$ cat config.mk
export PLATFORM = sky130hd
export DESIGN_NAME = dark_pixel_extreme_points_unit
export DESIGN_NICKNAME = d
export VERILOG_FILES = /design/src/hw/rtl/dpep_pkg.sv /design/src/hw/rtl/dark_pixel_extreme_points_unit.sv /design/src/hw/rtl/dpep_front.sv /design/src/hw/rtl/dpep_queue.sv /design/src/hw/rtl/dpep_back.sv
export VERILOG_INCLUDE_DIRS = /design/src /design/src/hw/rtl
export SDC_FILE = /design/constraint.sdc
export NUM_CORES = 1
export LEC_CHECK = 0
export ABC_AREA = 1
export BUFFER_PORTS_ARGS = -buffer_cell sky130_fd_sc_hd__buf_4
export CAP_MARGIN = 20
export CORE_ASPECT_RATIO = 1.25
export CORE_UTILIZATION = 50
export DETAILED_ROUTE_END_ITERATION = 7
export HOLD_SLACK_MARGIN = 0.06
export PLACE_DENSITY_LB_ADDON = 0.05
export SETUP_SLACK_MARGIN = 0.3
export SLEW_MARGIN = 30
export SYNTH_ARGS = -nofsm -noshare
export SYNTH_HDL_FRONTEND = slang
export SYNTH_HIERARCHICAL = 1
export SYNTH_SLANG_ARGS = --single-unit
$ cat constraint.sdc
create_clock -name clk -period 5.89 [get_ports clk]
set_input_delay 0.2945 -clock clk [delete_from_list [all_inputs] [get_ports clk]]
set_output_delay 0.2945 -clock clk [all_outputs]
set_load 0.03 [all_outputs]
$ cat src/hw/rtl/dark_pixel_extreme_points_unit_macros.svh
// ----------------------------------------------------------------------------
// dark pixel extreme points unit - assertion macros
// shared concurrent assertion forms, clocked on clk, held off during reset
// ----------------------------------------------------------------------------
`ifndef DARK_PIXEL_EXTREME_POINTS_UNIT_MACROS_SVH
`define DARK_PIXEL_EXTREME_POINTS_UNIT_MACROS_SVH

// same-cycle implication
`define DPEP_ASSERT_NOW(label, ante, cons, msg) \
	label: assert property (@(posedge clk) disable iff (!arst_n) (ante) |-> (cons)) \
		else $error(msg);

// next-cycle implication
`define DPEP_ASSERT_NEXT(label, ante, cons, msg) \
	label: assert property (@(posedge clk) disable iff (!arst_n) (ante) |=> (cons)) \
		else $error(msg);

`endif

$ cat src/hw/rtl/dpep_pkg.sv
`timescale 1ns / 1ps
// ----------------------------------------------------------------------------
// dpep_pkg
// types and fixed constants of the dark pixel extreme points unit
// ----------------------------------------------------------------------------
package dpep_pkg;

	localparam int CHAN_W      = 8;
	localparam int SIZE_W      = 12;
	localparam int CFG_DATA_W  = 12;
	localparam int CFG_INDEX_W = 2;
	localparam int COORD_OUT_W = 11;
	localparam int QUEUE_DEPTH = 4;

	localparam logic [CHAN_W-1:0] DARK_THRESHOLD_RST = 8'd10;
	localparam logic [SIZE_W-1:0] FRAME_WIDTH_RST    = 12'd640;
	localparam logic [SIZE_W-1:0] FRAME_HEIGHT_RST   = 12'd480;

	typedef enum logic [CFG_INDEX_W-1:0] {
		CFG_DARK_THRESHOLD = 2'd0,
		CFG_FRAME_WIDTH    = 2'd1,
		CFG_FRAME_HEIGHT   = 2'd2
	} cfg_index_t;

	// per-pixel classification passed from front to back
	typedef struct packed {
		logic dark;
		logic frame_end;
	} item_flags_t;

endpackage

$ cat src/hw/rtl/dark_pixel_extreme_points_unit.sv
`timescale 1ns / 1ps
// ----------------------------------------------------------------------------
// dark_pixel_extreme_points_unit
// top, bottom, left and right dark pixel points of a raster-order frame
// ----------------------------------------------------------------------------
// pixel channel: push with chan_blue/green/red, taken when push and not full
// result channel: one word per frame on the frame's last pixel, shown while
//   empty is low and taken when pop and not empty
// config: cfg_we with cfg_index and cfg_data writes a register at once;
//   write only while no frame work is outstanding
// throughput: one pixel per clock while not full; front classifies and counts,
//   a four-word queue feeds the tracker, set by the one-word result register
// a last pixel passes the queue, then the result register drives empty low
// receiver stall: pixels keep flowing while a result waits; the tracker
//   halts only at the next frame's last pixel, and full rises once the
//   queue behind it has filled
// reset: config returns to threshold 10 and 640 x 480, counters and
//   tracking clear, queue and result register are empty
// ----------------------------------------------------------------------------
`include "dark_pixel_extreme_points_unit_macros.svh"

module dark_pixel_extreme_points_unit #(
	parameter int MAX_WIDTH  = 2048,
	parameter int MAX_HEIGHT = 2048
) (
	input  logic                              clk,
	input  logic                              arst_n,
	input  logic                              cfg_we,
	input  logic [dpep_pkg::CFG_INDEX_W-1:0]  cfg_index,
	input  logic [dpep_pkg::CFG_DATA_W-1:0]   cfg_data,
	input  logic                              push,
	output logic                              full,
	input  logic [dpep_pkg::CHAN_W-1:0]       chan_blue,
	input  logic [dpep_pkg::CHAN_W-1:0]       chan_green,
	input  logic [dpep_pkg::CHAN_W-1:0]       chan_red,
	output logic                              empty,
	input  logic                              pop,
	output logic                              found,
	output logic [dpep_pkg::COORD_OUT_W-1:0]  top_row,
	output logic [dpep_pkg::COORD_OUT_W-1:0]  top_col,
	output logic [dpep_pkg::COORD_OUT_W-1:0]  bottom_row,
	output logic [dpep_pkg::COORD_OUT_W-1:0]  bottom_col,
	output logic [dpep_pkg::COORD_OUT_W-1:0]  left_row,
	output logic [dpep_pkg::COORD_OUT_W-1:0]  left_col,
	output logic [dpep_pkg::COORD_OUT_W-1:0]  right_row,
	output logic [dpep_pkg::COORD_OUT_W-1:0]  right_col
);
	import dpep_pkg::*;

	localparam int CW = $clog2(MAX_WIDTH);
	localparam int RW = $clog2(MAX_HEIGHT);
	localparam int DW = $bits(item_flags_t) + RW + CW;

	logic          accept;
	item_flags_t   fr_flags, hd_flags;
	logic [RW-1:0] fr_row, hd_row;
	logic [CW-1:0] fr_col, hd_col;
	logic [DW-1:0] q_head;
	logic          q_empty;
	logic          q_pop;
	logic          res_valid;
	logic          last_taken;
	logic          points_zero;
	logic          points_ordered;

	assign accept = push && !full;
	assign empty  = !res_valid;

	dpep_front #(
		.MAX_WIDTH (MAX_WIDTH),
		.MAX_HEIGHT(MAX_HEIGHT)
	) u_front (
		.clk       (clk),
		.arst_n    (arst_n),
		.cfg_we    (cfg_we),
		.cfg_index (cfg_index),
		.cfg_data  (cfg_data),
		.accept    (accept),
		.chan_blue (chan_blue),
		.chan_green(chan_green),
		.chan_red  (chan_red),
		.item_flags(fr_flags),
		.item_row  (fr_row),
		.item_col  (fr_col)
	);

	dpep_queue #(
		.DW   (DW),
		.DEPTH(QUEUE_DEPTH)
	) u_queue (
		.clk    (clk),
		.arst_n (arst_n),
		.wr_en  (accept),
		.wr_data({fr_flags, fr_row, fr_col}),
		.rd_en  (q_pop),
		.full   (full),
		.empty  (q_empty),
		.rd_data(q_head)
	);

	assign {hd_flags, hd_row, hd_col} = q_head;

	dpep_back #(
		.MAX_WIDTH (MAX_WIDTH),
		.MAX_HEIGHT(MAX_HEIGHT)
	) u_back (
		.clk       (clk),
		.arst_n    (arst_n),
		.head_valid(!q_empty),
		.head_flags(hd_flags),
		.head_row  (hd_row),
		.head_col  (hd_col),
		.head_take (q_pop),
		.res_pop   (pop),
		.res_valid (res_valid),
		.found     (found),
		.top_row   (top_row),
		.top_col   (top_col),
		.bottom_row(bottom_row),
		.bottom_col(bottom_col),
		.left_row  (left_row),
		.left_col  (left_col),
		.right_row (right_row),
		.right_col (right_col)
	);

	assign last_taken     = q_pop && hd_flags.frame_end;
	assign points_zero    = (top_row == '0) && (top_col == '0) &&
	                        (bottom_row == '0) && (bottom_col == '0) &&
	                        (left_row == '0) && (left_col == '0) &&
	                        (right_row == '0) && (right_col == '0);
	assign points_ordered = (left_col <= right_col) && (top_row <= bottom_row) &&
	                        (left_col <= top_col);

	`DPEP_ASSERT_NEXT(a_frame_end_gives_word, last_taken, !empty, "frame end lost")
	`DPEP_ASSERT_NOW(a_not_found_zero, !empty && !found, points_zero, "points without dark pixel")
	`DPEP_ASSERT_NOW(a_found_order, !empty && found, points_ordered, "extreme points out of order")

endmodule

$ cat src/hw/rtl/dpep_front.sv
`timescale 1ns / 1ps
// ----------------------------------------------------------------------------
// dpep_front
// config registers, raster counters and dark classification of each pixel
// ----------------------------------------------------------------------------
module dpep_front #(
	parameter int MAX_WIDTH  = 2048,
	parameter int MAX_HEIGHT = 2048
) (
	input  logic                              clk,
	input  logic                              arst_n,
	input  logic                              cfg_we,
	input  logic [dpep_pkg::CFG_INDEX_W-1:0]  cfg_index,
	input  logic [dpep_pkg::CFG_DATA_W-1:0]   cfg_data,
	input  logic                              accept,
	input  logic [dpep_pkg::CHAN_W-1:0]       chan_blue,
	input  logic [dpep_pkg::CHAN_W-1:0]       chan_green,
	input  logic [dpep_pkg::CHAN_W-1:0]       chan_red,
	output dpep_pkg::item_flags_t             item_flags,
	output logic [$clog2(MAX_HEIGHT)-1:0]     item_row,
	output logic [$clog2(MAX_WIDTH)-1:0]      item_col
);
	import dpep_pkg::*;

	localparam int CW = $clog2(MAX_WIDTH);
	localparam int RW = $clog2(MAX_HEIGHT);

	logic [CHAN_W-1:0] thr_q;
	logic [CW-1:0]     w_last_q;
	logic [RW-1:0]     h_last_q;
	logic [CW-1:0]     col_q;
	logic [RW-1:0]     row_q;
	logic              row_end;

	function automatic logic [CW-1:0] width_last(logic [SIZE_W-1:0] v);
		if (v == '0) begin
			return '0;
		end else if (32'(v) > 32'(MAX_WIDTH)) begin
			return CW'(MAX_WIDTH - 1);
		end else begin
			return CW'(v - SIZE_W'(1));
		end
	endfunction

	function automatic logic [RW-1:0] height_last(logic [SIZE_W-1:0] v);
		if (v == '0) begin
			return '0;
		end else if (32'(v) > 32'(MAX_HEIGHT)) begin
			return RW'(MAX_HEIGHT - 1);
		end else begin
			return RW'(v - SIZE_W'(1));
		end
	endfunction

	// config registers; width and height are stored as clamped last index
	always_ff @(posedge clk or negedge arst_n) begin
		if (!arst_n) begin
			thr_q    <= DARK_THRESHOLD_RST;
			w_last_q <= width_last(FRAME_WIDTH_RST);
			h_last_q <= height_last(FRAME_HEIGHT_RST);
		end else if (cfg_we) begin
			case (cfg_index)
				CFG_DARK_THRESHOLD: thr_q    <= cfg_data[CHAN_W-1:0];
				CFG_FRAME_WIDTH:    w_last_q <= width_last(cfg_data[SIZE_W-1:0]);
				CFG_FRAME_HEIGHT:   h_last_q <= height_last(cfg_data[SIZE_W-1:0]);
				default: ;
			endcase
		end
	end

	assign row_end              = (col_q >= w_last_q);
	assign item_flags.frame_end = row_end && (row_q >= h_last_q);
	assign item_flags.dark      = (chan_blue < thr_q) || (chan_green < thr_q) ||
	                              (chan_red < thr_q);
	assign item_row             = row_q;
	assign item_col             = col_q;

	// raster position
	always_ff @(posedge clk or negedge arst_n) begin
		if (!arst_n) begin
			col_q <= '0;
			row_q <= '0;
		end else if (accept) begin
			if (item_flags.frame_end) begin
				col_q <= '0;
				row_q <= '0;
			end else if (row_end) begin
				col_q <= '0;
				row_q <= row_q + RW'(1);
			end else begin
				col_q <= col_q + CW'(1);
			end
		end
	end

endmodule

$ cat src/hw/rtl/dpep_queue.sv
`timescale 1ns / 1ps
// ----------------------------------------------------------------------------
// dpep_queue
// small first-in first-out buffer between front and back
// ----------------------------------------------------------------------------
module dpep_queue #(
	parameter int DW    = 8,
	parameter int DEPTH = 4
) (
	input  logic          clk,
	input  logic          arst_n,
	input  logic          wr_en,
	input  logic [DW-1:0] wr_data,
	input  logic          rd_en,
	output logic          full,
	output logic          empty,
	output logic [DW-1:0] rd_data
);
	localparam int AW = (DEPTH > 1) ? $clog2(DEPTH) : 1;

	logic [DW-1:0] mem [DEPTH];
	logic [AW-1:0] wr_ptr_q;
	logic [AW-1:0] rd_ptr_q;
	logic [AW:0]   count_q;

	assign full    = (count_q == (AW+1)'(DEPTH));
	assign empty   = (count_q == '0);
	assign rd_data = mem[rd_ptr_q];

	always_ff @(posedge clk) begin
		if (wr_en) begin
			mem[wr_ptr_q] <= wr_data;
		end
	end

	always_ff @(posedge clk or negedge arst_n) begin
		if (!arst_n) begin
			wr_ptr_q <= '0;
			rd_ptr_q <= '0;
			count_q  <= '0;
		end else begin
			if (wr_en) begin
				wr_ptr_q <= (wr_ptr_q == AW'(DEPTH - 1)) ? '0 : wr_ptr_q + AW'(1);
			end
			if (rd_en) begin
				rd_ptr_q <= (rd_ptr_q == AW'(DEPTH - 1)) ? '0 : rd_ptr_q + AW'(1);
			end
			if (wr_en && !rd_en) begin
				count_q <= count_q + (AW+1)'(1);
			end else if (rd_en && !wr_en) begin
				count_q <= count_q - (AW+1)'(1);
			end
		end
	end

endmodule

$ cat src/hw/rtl/dpep_back.sv
`timescale 1ns / 1ps
// ----------------------------------------------------------------------------
// dpep_back
// extreme point tracking per frame and the result word register
// ----------------------------------------------------------------------------
module dpep_back #(
	parameter int MAX_WIDTH  = 2048,
	parameter int MAX_HEIGHT = 2048
) (
	input  logic                              clk,
	input  logic                              arst_n,
	input  logic                              head_valid,
	input  dpep_pkg::item_flags_t             head_flags,
	input  logic [$clog2(MAX_HEIGHT)-1:0]     head_row,
	input  logic [$clog2(MAX_WIDTH)-1:0]      head_col,
	output logic                              head_take,
	input  logic                              res_pop,
	output logic                              res_valid,
	output logic                              found,
	output logic [dpep_pkg::COORD_OUT_W-1:0]  top_row,
	output logic [dpep_pkg::COORD_OUT_W-1:0]  top_col,
	output logic [dpep_pkg::COORD_OUT_W-1:0]  bottom_row,
	output logic [dpep_pkg::COORD_OUT_W-1:0]  bottom_col,
	output logic [dpep_pkg::COORD_OUT_W-1:0]  left_row,
	output logic [dpep_pkg::COORD_OUT_W-1:0]  left_col,
	output logic [dpep_pkg::COORD_OUT_W-1:0]  right_row,
	output logic [dpep_pkg::COORD_OUT_W-1:0]  right_col
);
	import dpep_pkg::*;

	localparam int CW = $clog2(MAX_WIDTH);
	localparam int RW = $clog2(MAX_HEIGHT);

	logic          any_q, any_n;
	logic [RW-1:0] top_r_q, bot_r_q, lft_r_q, rgt_r_q;
	logic [CW-1:0] top_c_q, bot_c_q, lft_c_q, rgt_c_q;
	logic [RW-1:0] top_r_n, bot_r_n, lft_r_n, rgt_r_n;
	logic [CW-1:0] top_c_n, bot_c_n, lft_c_n, rgt_c_n;
	logic          res_valid_q;
	logic          res_free;

	assign res_free  = !res_valid_q || res_pop;
	assign head_take = head_valid && (!head_flags.frame_end || res_free);
	assign res_valid = res_valid_q;

	always_comb begin
		any_n   = any_q;
		top_r_n = top_r_q; top_c_n = top_c_q;
		bot_r_n = bot_r_q; bot_c_n = bot_c_q;
		lft_r_n = lft_r_q; lft_c_n = lft_c_q;
		rgt_r_n = rgt_r_q; rgt_c_n = rgt_c_q;
		if (head_flags.dark) begin
			if (!any_q) begin
				any_n   = 1'b1;
				top_r_n = head_row; top_c_n = head_col;
				bot_r_n = head_row; bot_c_n = head_col;
				lft_r_n = head_row; lft_c_n = head_col;
				rgt_r_n = head_row; rgt_c_n = head_col;
			end else begin
				if (head_row > bot_r_q) begin
					bot_r_n = head_row; bot_c_n = head_col;
				end
				if (head_col < lft_c_q) begin
					lft_r_n = head_row; lft_c_n = head_col;
				end
				if (head_col > rgt_c_q) begin
					rgt_r_n = head_row; rgt_c_n = head_col;
				end
			end
		end
	end

	// tracking state, cleared after the frame's last pixel
	always_ff @(posedge clk or negedge arst_n) begin
		if (!arst_n) begin
			any_q   <= 1'b0;
			top_r_q <= '0; top_c_q <= '0;
			bot_r_q <= '0; bot_c_q <= '0;
			lft_r_q <= '0; lft_c_q <= '0;
			rgt_r_q <= '0; rgt_c_q <= '0;
		end else if (head_take) begin
			if (head_flags.frame_end) begin
				any_q   <= 1'b0;
				top_r_q <= '0; top_c_q <= '0;
				bot_r_q <= '0; bot_c_q <= '0;
				lft_r_q <= '0; lft_c_q <= '0;
				rgt_r_q <= '0; rgt_c_q <= '0;
			end else begin
				any_q   <= any_n;
				top_r_q <= top_r_n; top_c_q <= top_c_n;
				bot_r_q <= bot_r_n; bot_c_q <= bot_c_n;
				lft_r_q <= lft_r_n; lft_c_q <= lft_c_n;
				rgt_r_q <= rgt_r_n; rgt_c_q <= rgt_c_n;
			end
		end
	end

	always_ff @(posedge clk or negedge arst_n) begin
		if (!arst_n) begin
			res_valid_q <= 1'b0;
		end else if (head_take && head_flags.frame_end) begin
			res_valid_q <= 1'b1;
		end else if (res_pop) begin
			res_valid_q <= 1'b0;
		end
	end

	// result word
	always_ff @(posedge clk) begin
		if (head_take && head_flags.frame_end) begin
			found      <= any_n;
			top_row    <= COORD_OUT_W'(top_r_n);
			top_col    <= COORD_OUT_W'(top_c_n);
			bottom_row <= COORD_OUT_W'(bot_r_n);
			bottom_col <= COORD_OUT_W'(bot_c_n);
			left_row   <= COORD_OUT_W'(lft_r_n);
			left_col   <= COORD_OUT_W'(lft_c_n);
			right_row  <= COORD_OUT_W'(rgt_r_n);
			right_col  <= COORD_OUT_W'(rgt_c_n);
		end
	end

endmodule
==> results.toml <==
[timing]
fin_crit_sh_pct = 64.4
setup_viol = 0
min_period_ns = 3.79
hold_viol = 0
holdWs_ns = 0.0889
drv_slew = 0
slew_headroom_pct = 42.6
worstMarginPinSlew_ns = 0.860
rsz0062_at_grt = "no"
setup_tns_ns = 0
fin_ws_ns = 2.10
fmax_mhz = 264
skew_ns = 0.0279

[floorplan]
initial_core_util_pct = 51.2
fp.dieW_um = 166
pin_count = 134
die_area_um2 = 34500
die_h_um = 207
coreArea_um2 = 33000
rows = 74

[grt]
grt_pass1_vias = 12408
grt_overflow = 0
grt_usage_pct = 21.9
grt_max_degree = 83
antenna_found_initial = 0
grt_pass1_wl_um = 61400

[setup_path]
cp.arrival_ns = 4.06
cp_max_fo = 70
critPathKind = "register to register"
crit_slowest_cell = "inv_4"
cp_top_family = "buffers and inverters"
crit_required_ns = 6.16
worst_path_most_repeated_cell = "nand2_1"
end_kind = "register"
cp_num_buf_inv = 6
start_kind = "register"
worstPathCellList = "inv_4, buf_4, nand2_1, o211ai_1, nand2_1, ha_1, nand2_1, inv_1, nand2_1, inv_1, a21oi_1, nand2_1, buf_4, nand3_1, buf_4, nand2_1, and2_1"
critPathMaxStageDelay_ns = 0.51
r2r_setup_slack_ns = 2.10

[cts]
post_cts_resized = 0
clockBufferDepth = 3
cts_tree = "yes"
cts.sinks = 334
clockRootBuffer = "clkbuf_16"
clkSlewWorstSetupHoldPaths_ns = 0.06
cts.htree.levels = 2
cts-buffers-inserted = 36
clk-insertion-delay-late_ns = 0.53

[finish]
regArea_um2 = 9310
areaGrowthSynthToFinish_pct = 15.1
multi_input_area_um2 = 6110
final_nets = 2070
diodes = 0
n_fill_cell = 2963
drive_gt1_share_pct = 13.4
final_cell_area_um2 = 19400

[logic_synthesis]
synth_edf_count = 185
synth_seq_cells = 334
ys_async_sr_fraction_pct = 44.6
syn_area_um2 = 16900
yosysSeqAreaShare_pct = 55.2
yosys-top-cells-area = "edfxtp_1 (33%), dfrtp_1 (19%), nand2_1 (12%), inv_1 (6.4%), ha_1 (6.2%)"
syn-num-nets = 1945
synth_top_area_share_pct = 32.9
synth_warnings = 6
synth_cell_type_count = 41
avgSynthCellArea_um2 = 9.28
yosys_most_used_dff = "edfxtp_1"
yosys-top-cells-count = "nand2_1 (519), inv_1 (286), edfxtp_1 (185)"
yosys.area.top_type = "edfxtp_1"
synth_cells = 1817
yosysMostFrequentCell = "nand2_1"

[placed_design]
place_area_um2 = 18200
hpwlAfterDp_um = 25500
gp_congestion = 0.860
port_buffers = 133
place_worst_setup_slack_ns = 2.09

[routing]
drt-wirelength-per-cell_um = 15.3
drt_pass1_iterations = 7
drtAntennaViolNets = 0
via_count = 12400
wirelength_um = 36600
viasPerCell = 5.19
drc = 16
drt-initial-drc-count = 726

[worst_hold_path]
hold_class = "input port to register"

[power_and_ir_drop]
power.density_nw_per_um2 = 655
peakVddDrop_mv = 0.460
leakagePower_uw = 0.00930

[run_status]
violations = "design-rule violations"
outcome = "complete, but fails checks"

[run]
max_cap_violations = 0
layer usage:
layer | vias up | track usage (%) | wire, um
li1 | 6201 | - | -
met1 | 5859 | 26.5 | 15600
met2 | 259 | 39.7 | 18300
met3 | 81 | 2.76 | 1420
met4 | 0 | 8.59 | 1200
met5 | - | 0 | 0
power by group:
group          switching, uW  leakage (uW)  internal, uW  total (uW)
logic                   4260       0.00511          2070        6320
clock network            902      0.000577          1330        2230
registers                384       0.00361          3770        4160
sequential cells by signal, indices dropped and copies added, names as in the netlist, 3 cells and up:
name,count
u_queue/mem,96
u_back/right_row,11
u_back/right_col,11
u_back/bot_c_q,11
u_back/left_row,11
u_back/top_col,11
u_front/thr_q,8
u_back/top_c_q,11
u_back/rgt_c_q,11
u_front/h_last_q,11
u_front/w_last_q,11
u_back/bot_r_q,11
u_front/item_col,11
u_back/bottom_row,11
u_queue/count_q,3
u_back/left_col,11
u_back/rgt_r_q,11
u_back/bottom_col,11
u_back/top_row,11
u_back/lft_c_q,11
u_back/lft_r_q,11
u_front/item_row,11
u_back/top_r_q,11
kinds of logic after synthesis:
| kind of cell | after synthesis | synth area share [%] |
|---|---|---|
| compound gates | 170 | 6.34 |
| xor+xnor | 10 | 0.519 |
| fa+ha+maj | 85 | 6.35 |
| buf+inv | 362 | 8.75 |
| flops | 334 | 55.2 |
| simple gates | 856 | 22.9 |
worst min-delay path: cells and delay by family:
kind / cells / cell delay [ns]
AOI/OAI and AO/OA: 1 / 0.08
buffers and inverters: 2 / 0.18
cells in the final DEF (no fill, tap or decap), types with 22 or more instances in the layout:
cell type  synthesis  layout
and2_1            66      66
buf_4              7     149
o21ai_1           37      36
ha_1              84      84
o22ai_1           22      22
nand3_1          123     123
o211ai_1          38      38
o21ai_0           29      29
clkbuf_16          0      37
edfxtp_1         185     185
a21oi_1           27      26
inv_1            286     281
nand2_1          519     518
nand4_1           63      63
dfrtp_1          131     131
nor2_1            49      48
through the flow:
stage                     utilization (%)  total power [uW]  instances
final                                58.9             12700       2388
after global placement               55.1             10400       2317
after floorplan                         -              8740       1817
after CTS                            58.9             12800       2388
after detailed placement             55.1             10600       2317
after global routing                 58.9             13800       2388
worst paths after layout:
path	startpoint	endpoint	cells past startpoint
setup / recovery	u_queue/rd_ptr_q[0]$_DFFE_PN0P_	u_back/bottom_col[2]$_DFFE_PP_	17
hold / removal	cfg_data[7]	u_front/thr_q[7]$_DFFE_PN0P_	3
setup reg to reg	u_queue/rd_ptr_q[0]$_DFFE_PN0P_	u_back/bottom_col[2]$_DFFE_PP_	17
hold reg to reg	u_front/w_last_q[1]$_DFFE_PN1P_	u_front/w_last_q[1]$_DFFE_PN1P_	2
max in group asynchronous	arst_n	u_front/item_row[4]$_DFFE_PN0P_	3
min in group asynchronous	arst_n	u_back/bot_c_q[3]$_DFFE_PN0P_	2
cell type report:
class	count	area share [%]
inverters	293	5.69
well taps	418	2.69
flip-flops and latches	334	48.0
clock inverters	17	0.896
repair buffers	156	6.14
clock buffers	49	5.16
multi-input cells	1121	31.5
timing repair:
action / CTS / global route
setup buffers: 0 / 0
hold buffers: 5 / 0
hold endpoints to repair: 69 / 0
Note: power is estimated with default switching activity, not from simulation.
